[src/sv/time_of_day_arithmetic_unit_assert.svh]
// assertion macros for the time-of-day unit
`ifndef TIME_OF_DAY_ARITHMETIC_UNIT_ASSERT_SVH
`define TIME_OF_DAY_ARITHMETIC_UNIT_ASSERT_SVH

// antecedent implies consequent in the same cycle
`define TODAU_ASSERT_NOW(lbl, ante, cons, msg) \
  lbl: assert property (@(posedge clk) disable iff (!rst_n) (ante) |-> (cons)) \
    else $error(msg);

// antecedent implies consequent in the next cycle
`define TODAU_ASSERT_NEXT(lbl, ante, cons, msg) \
  lbl: assert property (@(posedge clk) disable iff (!rst_n) (ante) |=> (cons)) \
    else $error(msg);

`endif

[src/sv/todau_pkg.sv]
package todau_pkg;

  localparam int unsigned SEC_W  = 17;
  localparam int unsigned DUR_W  = 18;
  localparam int unsigned HOUR_W = 5;
  localparam int unsigned MIN_W  = 6;
  localparam int unsigned CNT_W  = 31;

  localparam logic [SEC_W-1:0] SEC_PER_DAY  = 17'd86400;
  localparam logic [SEC_W-1:0] SEC_PER_HOUR = 17'd3600;
  localparam logic [SEC_W-1:0] SEC_PER_MIN  = 17'd60;
  localparam logic [HOUR_W-1:0] MAX_HOUR    = 5'd23;
  localparam logic [MIN_W-1:0]  MAX_MIN     = 6'd59;

  // day = 128 * 675, so the count is split into low 7 bits and a 675 remainder
  localparam int unsigned DAY_SHIFT = 7;
  localparam logic [25:0] RECIP_675 = 26'd50903317;  // ceil(2^35 / 675)
  localparam int unsigned RECIP_675_SH = 35;
  localparam logic [12:0] RECIP_225 = 13'd4661;      // ceil(2^20 / 225)
  localparam int unsigned RECIP_225_SH = 20;
  localparam logic [10:0] RECIP_15  = 11'd1093;      // ceil(2^14 / 15)
  localparam int unsigned RECIP_15_SH = 14;

  typedef enum logic [1:0] {
    OP_SEC_TO_TIME = 2'd0,
    OP_ADD_SEC     = 2'd1,
    OP_SUB_SEC     = 2'd2
  } op_t;

  // result fields that do not depend on the opcode
  typedef struct packed {
    logic             a_is_valid;
    logic [SEC_W-1:0] a_in_seconds;
    logic             a_equals_b;
    logic             a_before_b;
    logic             a_after_b;
    logic [DUR_W-1:0] duration;
  } side_t;

endpackage

[src/sv/time_of_day_arithmetic_unit.sv]
// an accepted request passes stages 1 to 7 in order, and stage 7 drives out_tvalid
// throughput: one request per cycle while the output is not stalled; the seven stages advance together
// a stalled output holds every stage, and in_tready falls with it
// reset (rst_n, synchronous, active low) clears the stage valid bits only
`include "time_of_day_arithmetic_unit_assert.svh"

module time_of_day_arithmetic_unit (
  input  logic        clk,
  input  logic        rst_n,
  input  logic        in_tvalid,
  output logic        in_tready,
  // hour_a[4:0] minute_a[10:5] second_a[16:11] hour_b[21:17] minute_b[27:22]
  // second_b[33:28] seconds_count[64:34], zero fill to bit 71
  input  logic [71:0] in_tdata,
  // opcode[1:0]
  input  logic [1:0]  in_tuser,
  output logic        out_tvalid,
  input  logic        out_tready,
  // hour_out[4:0] minute_out[10:5] second_out[16:11] a_is_valid[17]
  // a_in_seconds[34:18] a_equals_b[35] a_before_b[36] a_after_b[37] duration[55:38]
  output logic [55:0] out_tdata
);

  localparam int unsigned SW = todau_pkg::SEC_W;

  logic       advance;
  logic [7:1] vld_r;

  assign advance   = !vld_r[7] || out_tready;
  assign in_tready = advance;

  always_ff @(posedge clk) begin
    if (!rst_n) begin
      vld_r <= '0;
    end else if (advance) begin
      vld_r <= {vld_r[6:1], in_tvalid};
    end
  end

  // stage 1: unpack, times in seconds, A validity and equality, count quotient by 675
  logic [4:0]  ha, hb;
  logic [5:0]  ma, sa, mb, sb;
  logic [30:0] cnt;
  logic [23:0] cnt_hi;
  logic [49:0] quo_prod;
  logic [SW-1:0] asec_nxt, bsec_nxt;

  assign ha     = in_tdata[4:0];
  assign ma     = in_tdata[10:5];
  assign sa     = in_tdata[16:11];
  assign hb     = in_tdata[21:17];
  assign mb     = in_tdata[27:22];
  assign sb     = in_tdata[33:28];
  assign cnt    = in_tdata[64:34];
  assign cnt_hi = cnt[30:todau_pkg::DAY_SHIFT];

  assign quo_prod = {26'b0, cnt_hi} * {24'b0, todau_pkg::RECIP_675};
  assign asec_nxt = SW'(ha) * todau_pkg::SEC_PER_HOUR + SW'(ma) * todau_pkg::SEC_PER_MIN
                    + SW'(sa);
  assign bsec_nxt = SW'(hb) * todau_pkg::SEC_PER_HOUR + SW'(mb) * todau_pkg::SEC_PER_MIN
                    + SW'(sb);

  todau_pkg::op_t op1_r;
  logic [14:0]    quo1_r;
  logic [23:0]    cnt_hi1_r;
  logic [6:0]     cnt_lo1_r;
  logic [SW-1:0]  asec1_r, bsec1_r;
  logic           valid1_r, eq1_r;

  always_ff @(posedge clk) begin
    if (advance) begin
      op1_r     <= todau_pkg::op_t'(in_tuser);
      quo1_r    <= quo_prod[49:todau_pkg::RECIP_675_SH];
      cnt_hi1_r <= cnt_hi;
      cnt_lo1_r <= cnt[todau_pkg::DAY_SHIFT-1:0];
      asec1_r   <= asec_nxt;
      bsec1_r   <= bsec_nxt;
      valid1_r  <= (ha <= todau_pkg::MAX_HOUR) && (ma <= todau_pkg::MAX_MIN)
                   && (sa <= todau_pkg::MAX_MIN);
      eq1_r     <= (ha == hb) && (ma == mb) && (sa == sb);
    end
  end

  // stage 2: count modulo a day, A reduced below a day, compare and duration
  logic [23:0]    rem675;
  logic [SW-1:0]  nr_nxt, ar_nxt;
  todau_pkg::side_t side2_nxt;

  assign rem675 = cnt_hi1_r - 24'({9'b0, quo1_r} * 24'd675);
  assign nr_nxt = {rem675[9:0], cnt_lo1_r};
  assign ar_nxt = (asec1_r >= todau_pkg::SEC_PER_DAY) ? asec1_r - todau_pkg::SEC_PER_DAY
                                                      : asec1_r;

  always_comb begin
    side2_nxt.a_is_valid   = valid1_r;
    side2_nxt.a_in_seconds = asec1_r;
    side2_nxt.a_equals_b   = eq1_r;
    side2_nxt.a_before_b   = asec1_r < bsec1_r;
    side2_nxt.a_after_b    = asec1_r > bsec1_r;
    side2_nxt.duration     = {1'b0, bsec1_r} - {1'b0, asec1_r};
    if (side2_nxt.a_after_b) begin
      side2_nxt.duration = side2_nxt.duration + {1'b0, todau_pkg::SEC_PER_DAY};
    end
  end

  todau_pkg::op_t    op2_r;
  logic [SW-1:0]     nr2_r, ar2_r;
  todau_pkg::side_t  side2_r;

  always_ff @(posedge clk) begin
    if (advance) begin
      op2_r   <= op1_r;
      nr2_r   <= nr_nxt;
      ar2_r   <= ar_nxt;
      side2_r <= side2_nxt;
    end
  end

  // stage 3: time of day picked by the opcode, always below a day
  logic [SW:0]   sum_w, diff_w;
  logic [SW-1:0] t_nxt;

  assign sum_w  = {1'b0, ar2_r} + {1'b0, nr2_r};
  assign diff_w = {1'b0, ar2_r} + {1'b0, todau_pkg::SEC_PER_DAY} - {1'b0, nr2_r};

  always_comb begin
    case (op2_r)
      todau_pkg::OP_SEC_TO_TIME: t_nxt = nr2_r;
      todau_pkg::OP_ADD_SEC: begin
        if (sum_w >= {1'b0, todau_pkg::SEC_PER_DAY}) begin
          t_nxt = SW'(sum_w - {1'b0, todau_pkg::SEC_PER_DAY});
        end else begin
          t_nxt = SW'(sum_w);
        end
      end
      todau_pkg::OP_SUB_SEC: begin
        if (ar2_r >= nr2_r) begin
          t_nxt = ar2_r - nr2_r;
        end else begin
          t_nxt = SW'(diff_w);
        end
      end
      default: t_nxt = '0;
    endcase
  end

  logic [SW-1:0]    t3_r;
  todau_pkg::side_t side3_r;

  always_ff @(posedge clk) begin
    if (advance) begin
      t3_r    <= t_nxt;
      side3_r <= side2_r;
    end
  end

  // stage 4: hour = (t / 16) / 225 by reciprocal, exact below a day
  logic [25:0] hour_prod;

  assign hour_prod = {13'b0, t3_r[SW-1:4]} * {13'b0, todau_pkg::RECIP_225};

  logic [SW-1:0]    t4_r;
  logic [4:0]       h4_r;
  todau_pkg::side_t side4_r;

  always_ff @(posedge clk) begin
    if (advance) begin
      t4_r    <= t3_r;
      h4_r    <= hour_prod[todau_pkg::RECIP_225_SH+4:todau_pkg::RECIP_225_SH];
      side4_r <= side3_r;
    end
  end

  // stage 5: seconds left within the hour
  logic [SW-1:0] r1_w;

  assign r1_w = t4_r - SW'(h4_r) * todau_pkg::SEC_PER_HOUR;

  logic [4:0]       h5_r;
  logic [11:0]      r1_5_r;
  todau_pkg::side_t side5_r;

  always_ff @(posedge clk) begin
    if (advance) begin
      h5_r    <= h4_r;
      r1_5_r  <= r1_w[11:0];
      side5_r <= side4_r;
    end
  end

  // stage 6: minute = (r1 / 4) / 15 by reciprocal
  logic [20:0] min_prod;

  assign min_prod = {11'b0, r1_5_r[11:2]} * {10'b0, todau_pkg::RECIP_15};

  logic [4:0]       h6_r;
  logic [5:0]       m6_r;
  logic [11:0]      r1_6_r;
  todau_pkg::side_t side6_r;

  always_ff @(posedge clk) begin
    if (advance) begin
      h6_r    <= h5_r;
      m6_r    <= min_prod[todau_pkg::RECIP_15_SH+5:todau_pkg::RECIP_15_SH];
      r1_6_r  <= r1_5_r;
      side6_r <= side5_r;
    end
  end

  // stage 7: second, output register
  logic [11:0] s_w;

  assign s_w = r1_6_r - 12'({6'b0, m6_r} * 12'd60);

  logic [4:0]       h7_r;
  logic [5:0]       m7_r, s7_r;
  todau_pkg::side_t side7_r;

  always_ff @(posedge clk) begin
    if (advance) begin
      h7_r    <= h6_r;
      m7_r    <= m6_r;
      s7_r    <= s_w[5:0];
      side7_r <= side6_r;
    end
  end

  assign out_tvalid = vld_r[7];
  assign out_tdata  = {side7_r.duration, side7_r.a_after_b, side7_r.a_before_b,
                       side7_r.a_equals_b, side7_r.a_in_seconds, side7_r.a_is_valid,
                       s7_r, m7_r, h7_r};

  `TODAU_ASSERT_NOW(a_time_in_range, out_tvalid,
    (h7_r <= todau_pkg::MAX_HOUR) && (m7_r <= todau_pkg::MAX_MIN)
    && (s7_r <= todau_pkg::MAX_MIN), "result time out of range")
  `TODAU_ASSERT_NOW(a_valid_below_day, out_tvalid && side7_r.a_is_valid,
    side7_r.a_in_seconds < todau_pkg::SEC_PER_DAY, "valid time not below a day")
  `TODAU_ASSERT_NOW(a_flags_exclusive, out_tvalid,
    $onehot0({side7_r.a_equals_b, side7_r.a_before_b, side7_r.a_after_b}),
    "compare flags not exclusive")
  `TODAU_ASSERT_NEXT(a_stall_holds_time, out_tvalid && !out_tready,
    out_tvalid && $stable(h7_r) && $stable(m7_r) && $stable(s7_r) && $stable(side7_r),
    "stalled result changed")

endmodule
[config.mk]
export PLATFORM = sky130hd
export DESIGN_NAME = time_of_day_arithmetic_unit
export DESIGN_NICKNAME = d
export VERILOG_FILES = /design/src/sv/todau_pkg.sv /design/src/sv/time_of_day_arithmetic_unit.sv
export VERILOG_INCLUDE_DIRS = /design/src /design/src/sv
export SDC_FILE = /design/constraint.sdc
export NUM_CORES = 1
export LEC_CHECK = 0
export BUFFER_PORTS_ARGS = -buffer_cell sky130_fd_sc_hd__buf_2
export CORE_UTILIZATION = 40
export CTS_BUF_LIST = sky130_fd_sc_hd__clkbuf_4 sky130_fd_sc_hd__clkbuf_8 sky130_fd_sc_hd__clkbuf_16
export DETAILED_ROUTE_END_ITERATION = 6
export SETUP_SLACK_MARGIN = 0.02
export SKIP_LAST_GASP = 1
export SYNTH_ARGS = -nofsm -noshare
export SYNTH_HDL_FRONTEND = slang
export SYNTH_SLANG_ARGS = --single-unit
[constraint.sdc]
create_clock -name clk -period 15 [get_ports clk]
set_input_delay 1.5 -clock clk [delete_from_list [all_inputs] [get_ports clk]]
set_output_delay 1.5 -clock clk [all_outputs]
set_load 0.005 [all_outputs]
# [Yosys cells after proc, flatten, opt, wreduce, memory -nomap -nowiden]
# Index checks and enable logic that the tools add are counted.
[totals] mem_bits_rw=0 memories=0 latch_bits=0 regBits=432 input_bits=78 output_inout_bits=58 romBits=0 elab_cells=109
[op_classes] n_shift=0 eq_ne=5 n_mux=5 bitwise_logic=0 div_mod_pow=0 n_reduce_logical=7 n_mul=10 add_sub_neg=15 n_lt_le_gt_ge=8
[op_table] operator="2-to-1 mux 17 bit" count=3
[op_table] operator="case mux 17 bit (3 select lines)" count=1
[op_table] operator="multiplier 24 x 26 -> 50 bit, second input constant" count=1
[op_table] operator="adder 17 x 12 -> 17 bit" count=2
[op_table] operator="adder 17 x 6 -> 17 bit" count=2
[op_table] operator="subtractor 17 bit" count=2
[op_table] operator="subtractor 17 bit, second input constant" count=2
[op_table] operator="multiplier 5 x 8 -> 13 bit, second input constant" count=2
[op_table] operator="multiplier 13 x 13 -> 25 bit, second input constant" count=1
[op_table] operator="multiplier 10 x 11 -> 20 bit, second input constant" count=1
[op_table] operator="multiplier 6 x 4 -> 10 bit, second input constant" count=2
[op_table] operator="adder 17 x 17 -> 18 bit" count=1
[op_table] operator="adder 18 x 17 -> 18 bit, second input constant" count=1
[op_table] operator="greater-or-equal comparator 18 x 17 -> 1 bit, second input constant" count=1
[op_table] operator="2-to-1 mux 18 bit" count=1
[op_table] operator="subtractor 17 x 17 -> 18 bit" count=1
[op_table] operator="adder 17 bit, second input constant" count=1
[op_table] operator="greater-or-equal comparator 17 bit" count=1
[op_table] operator="greater-or-equal comparator 17 bit, second input constant" count=1
[op_table] operator="> comparator 17 bit" count=1
[op_table] operator="< comparator 17 bit" count=1
[op_table] operator="multiplier 15 x 10 -> 10 bit, second input constant" count=1
[op_table] operator="equality test 6 bit" count=2
[op_table] operator="less-or-equal comparator 6 bit, second input constant" count=2
[op_table] operator="other kinds (13)" count=16

# [Depth between registers and ports, before layout]
# Gate-level depths: netlist (run 1).
[logic_depth] depth_word=4 mapped_depth=25 depth_no_buf=25

# [Worst setup path after synthesis (run 1)]
# OpenSTA, ideal clock, no wires.
[synth_timing] path_type="input-to-output" start="in out_tready" end="out in_tready" arrival_ps=9747 required_time_ps=13500 slack_ps=3753 cell_stages=3 cell_sequence="nor2b_1 -> clkbuf_1 -> inv_1"
[synth_via] elab_chain_len=1
[synth_lines] item="from (decl)" line_no="time_of_day_arithmetic_unit.sv:18" text="input logic out_tready,"
[synth_lines] item="logical OR 1 bit" line_no="time_of_day_arithmetic_unit.sv:29" text="assign advance = !vld_r[7] || out_tready;"
[synth_lines] item="to (decl)" line_no="time_of_day_arithmetic_unit.sv:11" text="output logic in_tready,"
# No other way between the ends.

# [Final worst setup path (run 1)]
[layout_timing] start="in in_tdata[56]" end="reg quo1_r[9] (data pin)"
[layout_via] elab_chain_len=1
[layout_lines] item="from (decl)" line_no="time_of_day_arithmetic_unit.sv:14" text="input logic [71:0] in_tdata,"
[layout_lines] item="multiplier 24 x 26 -> 50 bit" line_no="time_of_day_arithmetic_unit.sv:57" text="assign quo_prod = {26'b0, cnt_hi} * {24'b0, todau_pkg::RECIP_675};"
[layout_lines] item="via quo_prod[44]" line_no="time_of_day_arithmetic_unit.sv:45" text="logic [49:0] quo_prod;"
[layout_lines] item="to (signal assigned)" line_no="time_of_day_arithmetic_unit.sv:73" text="quo1_r <= quo_prod[49:todau_pkg::RECIP_675_SH];"
[layout_lines] item="to (decl)" line_no="time_of_day_arithmetic_unit.sv:64" text="logic [14:0] quo1_r;"
# The timed path passes the listed nets, and every way through them passes these cells.
# A chain may end at the register's enable or synchronous reset.

==> results of run 1 <==
==> per-stage QoR <==
step                      hold slack (ps)  std cells
after floorplan                     400.3       2867
after global placement              400.2       4116
after detailed placement            404.5       4116
after CTS                           399.5       4196
after global routing                412.9       4197
final                               398.7       4199
==> sequential cells by signal, summed over array words and instances (netlist names), 6 cells and up <==
register / flops
cnt_hi1_r: 10
bsec1_r: 17
side6_r: 39
out_tdata: 39
t3_r: 17
nr2_r: 17
m7_r: 6
side3_r: 39
asec1_r: 17
cnt_lo1_r: 7
side5_r: 39
ar2_r: 17
side2_r: 32
m6_r: 6
t4_r: 12
r1_5_r: 12
quo1_r: 10
r1_6_r: 6
vld_r: 7
s7_r: 6
side4_r: 39
==> worst reg2reg max path, cell delays in order, from the launching register on <==
cell and delay, ps:
edfxtp_1 580, ha_1 390, ha_1 140, inv_1 60, fa_1 530, inv_1 50
fa_1 470, fa_1 510, ha_1 330, a211o_1 320, a211oi_1 340, o211a_1 260
o21ai_0 180, nor4_1 220, nor3_1 110, xnor2_1 130
==> synthesized netlist by cell type (18+ instances only) <==
| library cell | n |
|---|---|
| a31oi_1 | 18 |
| a21oi_1 | 99 |
| inv_1 | 632 |
| o21ai_0 | 52 |
| nand4_1 | 21 |
| fa_1 | 270 |
| nor3_1 | 31 |
| nor2b_1 | 20 |
| nor2_1 | 99 |
| edfxtp_1 | 413 |
| nand2_1 | 75 |
| xor2_1 | 41 |
| nand2b_1 | 21 |
| xnor2_1 | 131 |
| o21bai_1 | 32 |
| nand3_1 | 28 |
| ha_1 | 599 |
| a21o_1 | 29 |
==> worst max-delay path by stage <==
stage                             from                  end  slack, ps
after CTS                 in_tdata[45]  quo1_r[9]$_DFFE_PP_       7410
after floorplan             out_tready            in_tready       3750
after global routing      in_tdata[56]  quo1_r[9]$_DFFE_PP_       7060
after global placement    in_tdata[56]  quo1_r[9]$_DFFE_PP_       6830
final                     in_tdata[56]  quo1_r[9]$_DFFE_PP_       7430
after detailed placement  in_tdata[45]  quo1_r[9]$_DFFE_PP_       6800
==> final cells by class <==
| class | count | area, um^2 |
|---|---|---|
| diodes | 3 | 7.507 |
| well taps | 1134 | 1419 |
| clock buffers | 51 | 1171 |
| repair buffers | 133 | 690.7 |
| fillers | 7809 | 46390 |
| flip-flops and latches | 420 | 12540 |
| clock inverters | 29 | 319.1 |
| inverters | 635 | 2391 |
| multi-input cells | 1794 | 19020 |
==> logic make-up (layout without fill, tap and decap cells) <==
| family | count (synthesis) | count (layout) |
|---|---|---|
| buffers and inverters | 653 | 848 |
| AO/OA/AOI/OAI | 376 | 376 |
| XOR/XNOR | 173 | 173 |
| multiplexers | 15 | 15 |
| adder cells (fa/ha/maj) | 869 | 869 |
| flip-flops | 420 | 420 |
| other | 0 | 3 |
| AND/OR/NAND/NOR | 361 | 361 |
==> per-layer routing <==
layer	global-route usage	wire (um)	vias up
met4	0.04408	1678	2
met1	0.2019	29350	9532
li1	-	-	10060
met5	0	17	-
met2	0.2616	30490	243
met3	0.01752	1738	101
==> flow_metrics.tcl, run 1 <==
set metrics [dict create \
    start_kind "primary input" \
    drt_iter0_markers 833 \
    wl_um 63280 \
    initial_core_util 0.4054 \
    nNetsFinal 3976 \
    grt_pass1_vias 20190 \
    synth_top_area_cell "edfxtp_1" \
    synth_compound_area_frac 0.07716 \
    reg2regPathDepth 15 \
    drive_gt1_frac 0.07969 \
    track_usage 0.1523 \
    antenna_found_initial 2 \
    synth_nets 3814 \
    max_stage_delay_ps 550 \
    post_dp_cell_area_mm2 0.03606 \
    holdCritStartpoint "side3_r[16]$_DFFE_PP_" \
    worstHoldPathType "flop to flop" \
    core.rowCount 106 \
    r2r_setup_slack_ps 10150 \
    drc_errors 0 \
    yosys.area_share.xor_xnor 0.04474 \
    synth_top_cell_area_share 0.3644 \
    finClkSkew_ps 35.93 \
    cp.arrival_ps 7870 \
    die_height_um 293.7 \
    setup.worst_path.class "primary input to flop" \
    cp_cell_sequence "buf_2 -> ha_1 -> inv_1 -> fa_1 -> inv_1 -> fa_1 -> inv_1 -> fa_1 -> inv_1 -> fa_1 -> inv_1 -> fa_1 -> inv_1 -> fa_1 -> ha_1 -> nand4_1 -> a2111oi_0 -> nor2_1 -> a21oi_1 -> a31oi_1 -> nand2b_1 -> a21oi_1 -> o21ai_0 -> xnor2_1" \
    cp.depth 24 \
    antenna_left 0 \
    crit_fanout 8 \
    synth-simple-area-share 0.05337 \
    synth.area.mux_share 0.004485 \
    dpl.hpwl_um 50690 \
    fmax_ghz 0.1322 \
    synth_edf_count 413 \
    drv_slew 0 \
    ys_warn_count 0 \
    area_growth_pct 10.36 \
    die_w_um 293.7 \
    setup_viol 0 \
    core-area_mm2 0.08395 \
    required_ps 15310 \
    tritoncts "built" \
    grt_start_max_net_pins 157 \
    via_per_inst 4.749 \
    io_pins 136 \
    finalInstanceArea_mm2 0.03756 \
    cts_sinks 420 \
    avgRoutedWirePerCell_um 15.07 \
    synth_area_leaders "edfxtp_1 36%, ha_1 22%, fa_1 16%" \
    final.setup.tns_ps 0 \
    relSlewSlack 0.3005 \
    synth_area_mm2 0.03404 \
    clkTransAtPathRegs_ps 60 \
    synth-seq-cells 420 \
    clockBufferDepth 3 \
    hold_buffers 0 \
    dieArea_mm2 0.08627 \
    cts_inserted_buffers 45 \
    end_kind "flop" \
    hold_path_depth 0 \
    synth_top_family_by_area "adder cells" \
    max_cap_violations 0 \
    netlist_instances 2867 \
    worst_r2r_endpoint "h4_r[4]$_DFFE_PP_" \
    ys_seq_area_frac 0.3685 \
    timing.final.crit_share 0.5044 \
    layout_commonest_cell "inv_1" \
    setup_ws_ps 7434 \
    cp_slowest_cell "fa_1" \
    path_buf_inv 7 \
    final_cell_mix "631 x inv_1, 599 x ha_1, 413 x edfxtp_1, 270 x fa_1, 131 x xnor2_1" \
    worst_path_dominant_cell_family "adder cells" \
    min_period_ps 7566 \
    pre_cts_ws_ps 6804 \
    grt_pass1_wl_um 104600 \
    yosys.area_share.adder 0.3790 \
    tightestPinTransition_ps 1049 \
    clk_latency_ps 600 \
    ys_async_sr_fraction 0 \
    via_count 19940 \
    cts-resized-gates 0 \
    syn_area_per_cell_um2 11.87 \
    drt_pass1_iterations 5 \
    htree_levels 2 \
    outcome "completed" \
    postCtsSetupBuffers 0 \
    port_buffers 128 \
    holdPathEnd "side4_r[16]$_DFFE_PP_" \
    place_congestion 0.8599 \
    cts-root-buf "clkbuf_16" \
    fin_util 0.4474 \
    finalHoldViolations 0 \
    ys_types 95 \
    rsz0062_at_grt "no" \
    yosys_most_used_dff "edfxtp_1" \
    grt.overflow.total 0 \
    r2r-start "t3_r[9]$_DFFE_PP_" \
]
Power of run 1 is not shown: default switching activity piles up to over one toggle a cycle in this logic, so the estimate is an artifact.
==> run 2: changes to the inputs <==
--- a/config.mk
+++ b/config.mk
@@ -6,6 +6,7 @@
 export SDC_FILE = /design/constraint.sdc
 export NUM_CORES = 1
 export LEC_CHECK = 0
+export ABC_AREA = 1
 export BUFFER_PORTS_ARGS = -buffer_cell sky130_fd_sc_hd__buf_2
 export CORE_UTILIZATION = 40
 export CTS_BUF_LIST = sky130_fd_sc_hd__clkbuf_4 sky130_fd_sc_hd__clkbuf_8 sky130_fd_sc_hd__clkbuf_16
==> constraint.sdc (replaced) <==
create_clock -name clk -period 7.4 [get_ports clk]
set_input_delay 0.74 -clock clk [delete_from_list [all_inputs] [get_ports clk]]
set_output_delay 0.74 -clock clk [all_outputs]
set_load 0.005 [all_outputs]
==> run 2 against run 1 <==
Synthesized cell count increased by 18%. Via count increased by 13%. Global-route usage grew 1.3 points. Critical path depth shrank 2. First-iteration DRC count rose by 31%. Non-clock buffer count up 5. Setup slack got worse by 5900 ps. Clock skew decreased by 8.5 ps. Area after synthesis is 3.5% higher. Critical endpoint is now quo1_r[6]$_DFFE_PP_. Highest routed layer is now met4.
==> flow_metrics.tcl, run 2 <==
set metrics [dict create \
    initial_core_util 0.4050 \
    tritoncts "built" \
    drt_pass1_iterations 5 \
    drc_errors 0 \
    cp.arrival_ps 6220 \
    finalHoldViolations 0 \
    setup.worst_path.class "primary input to flop" \
    drive_gt1_frac 0.07013 \
    min_period_ps 5912 \
    track_usage 0.1653 \
    synthTopCellsByCount "771 x inv_1, 599 x ha_1, 413 x edfxtp_1" \
    ys_types 54 \
    timing.final.crit_share 0.7989 \
    start_kind "primary input" \
    grt.overflow.total 0 \
    via_per_inst 4.769 \
    syn_area_per_cell_um2 10.45 \
    cts_sinks 420 \
    fillers 8335 \
    synth_nets 4320 \
    cts_inserted_buffers 45 \
    ys_async_sr_fraction 0 \
    clockBufferDepth 3 \
    synth-seq-cells 420 \
    setup_viol 0 \
    io_pins 136 \
    postCtsSetupBuffers 0 \
    dpl.hpwl_um 58660 \
    tightestPinTransition_ps 1035 \
    ys_warn_count 0 \
    drt_iter0_markers 1093 \
    seqCellArea_mm2 0.01254 \
    netlist_instances 3373 \
    antenna_left 0 \
    finClkSkew_ps 27.46 \
    cts-root-buf "clkbuf_16" \
    synth_area_mm2 0.03524 \
    synth_top_area_cell "edfxtp_1" \
    die_w_um 298.8 \
    required_ps 7710 \
    final_cells 4735 \
    drv_slew 0 \
    crit_fanout 8 \
    holdCritStartpoint "in_tdata[37]" \
    dieArea_mm2 0.08929 \
    die_height_um 298.8 \
    hold_buffers 0 \
    yosysMostFrequentCell "inv_1" \
    rsz0062_at_grt "no" \
    place_congestion 0.8922 \
    r2r-start "t3_r[8]$_DFFE_PP_" \
    synth_top_cell_area_share 0.3519 \
    grt_pass1_vias 22710 \
    max_cap_violations 0 \
    end_kind "flop" \
    core.rowCount 108 \
    worstHoldPathType "primary input to flop" \
    grt_start_max_net_pins 83 \
    layout_commonest_cell "inv_1" \
    antenna_found_initial 3 \
    hold_slack_ps 337.4 \
    area_growth_pct 10.16 \
    dp_cells 4654 \
    avgRoutedWirePerCell_um 15.21 \
    clk_latency_ps 600 \
    via_count 22580 \
    core-area_mm2 0.08702 \
    clkTransAtPathRegs_ps 50 \
    ys_seq_area_frac 0.3559 \
    outcome "completed" \
    wl_um 72040 \
    multi_input_area_mm2 0.01968 \
    port_buffers 128 \
    fmax_ghz 0.1691 \
    htree_levels 2 \
    yosys_most_used_dff "edfxtp_1" \
    cts-resized-gates 0 \
    synth_area_leaders "edfxtp_1 35%, ha_1 21%, fa_1 15%" \
    cp-startpoint "in_tdata[56]" \
    relSlewSlack 0.3101 \
    grt_pass1_wl_um 117600 \
    synth_edf_count 413 \
    final_cell_mix "770 x inv_1, 599 x ha_1, 413 x edfxtp_1, 408 x nand2_1, 270 x fa_1" \
    nNetsFinal 4493 \
]
## run 2: metrics by stage
stage | util | setup WS, ps | setup TNS, ps | cell area, um^2
after global placement | 0.4290 | 905.6 | 0 | 37330
after CTS | 0.4461 | 1506 | 0 | 38820
after detailed placement | 0.4290 | 900.9 | 0 | 37330
final | 0.4461 | 1488 | 0 | 38820
after global routing | 0.4461 | 1092 | 0 | 38820
after floorplan | - | -173.8 | -71770 | 35250
## run 2: kinds of logic (layout without fill, tap and decap cells)
kind of cell | after synthesis | count (layout) | share of synthesized area
AND/OR/NAND/NOR | 755 | 755 | 0.09093
XOR/XNOR | 169 | 169 | 0.04243
adder cells (fa/ha/maj) | 869 | 869 | 0.3660
multiplexers | 1 | 1 | 0.0002840
other | 0 | 1 | 0
AO/OA/AOI/OAI | 363 | 363 | 0.05865
flip-flops | 420 | 420 | 0.3559
buffers and inverters | 796 | 1002 | 0.08578
## run 2: worst max-delay path, stage by stage
cell and delay, ps:
buf_2 290, ha_1 260, inv_1 70, fa_1 480
inv_1 50, fa_1 480, inv_1 60, fa_1 530
inv_1 60, fa_1 530, inv_1 60, fa_1 540
inv_1 60, fa_1 430, ha_1 340, a21oi_1 150
inv_1 70, a31oi_1 190, o21ai_0 120, a311oi_1 320
o211ai_1 220, xor2_1 180
## run 2: per-layer routing
metal | track usage | wire, um | up-vias
met5 | 0 | 0 | -
met4 | 0.04130 | 1663 | 0
met3 | 0.02741 | 2986 | 96
met2 | 0.2786 | 34040 | 351
met1 | 0.2208 | 33340 | 10750
li1 | - | - | 11380
## run 2: final cells by class
class                   instances  area share
multi-input cells            2157      0.5070
flip-flops and latches        420      0.3231
inverters                     784     0.07590
well taps                    1155     0.03723
clock buffers                  50     0.02997
repair buffers                138     0.01844
clock inverters                30    0.008283
diodes                          1  0.00006446
## run 2: final timing paths
check	end	slack [ps]	depth (start not counted)
worst max-delay path	quo1_r[6]$_DFFE_PP_	1490	22
worst min-delay path	cnt_lo1_r[3]$_DFFE_PP_	340	1
worst max register to register	h4_r[3]$_DFFE_PP_	2910	18
worst min register to register	nr2_r[3]$_DFFE_PP_	400	0
Power of run 2 is left out for the same reason.
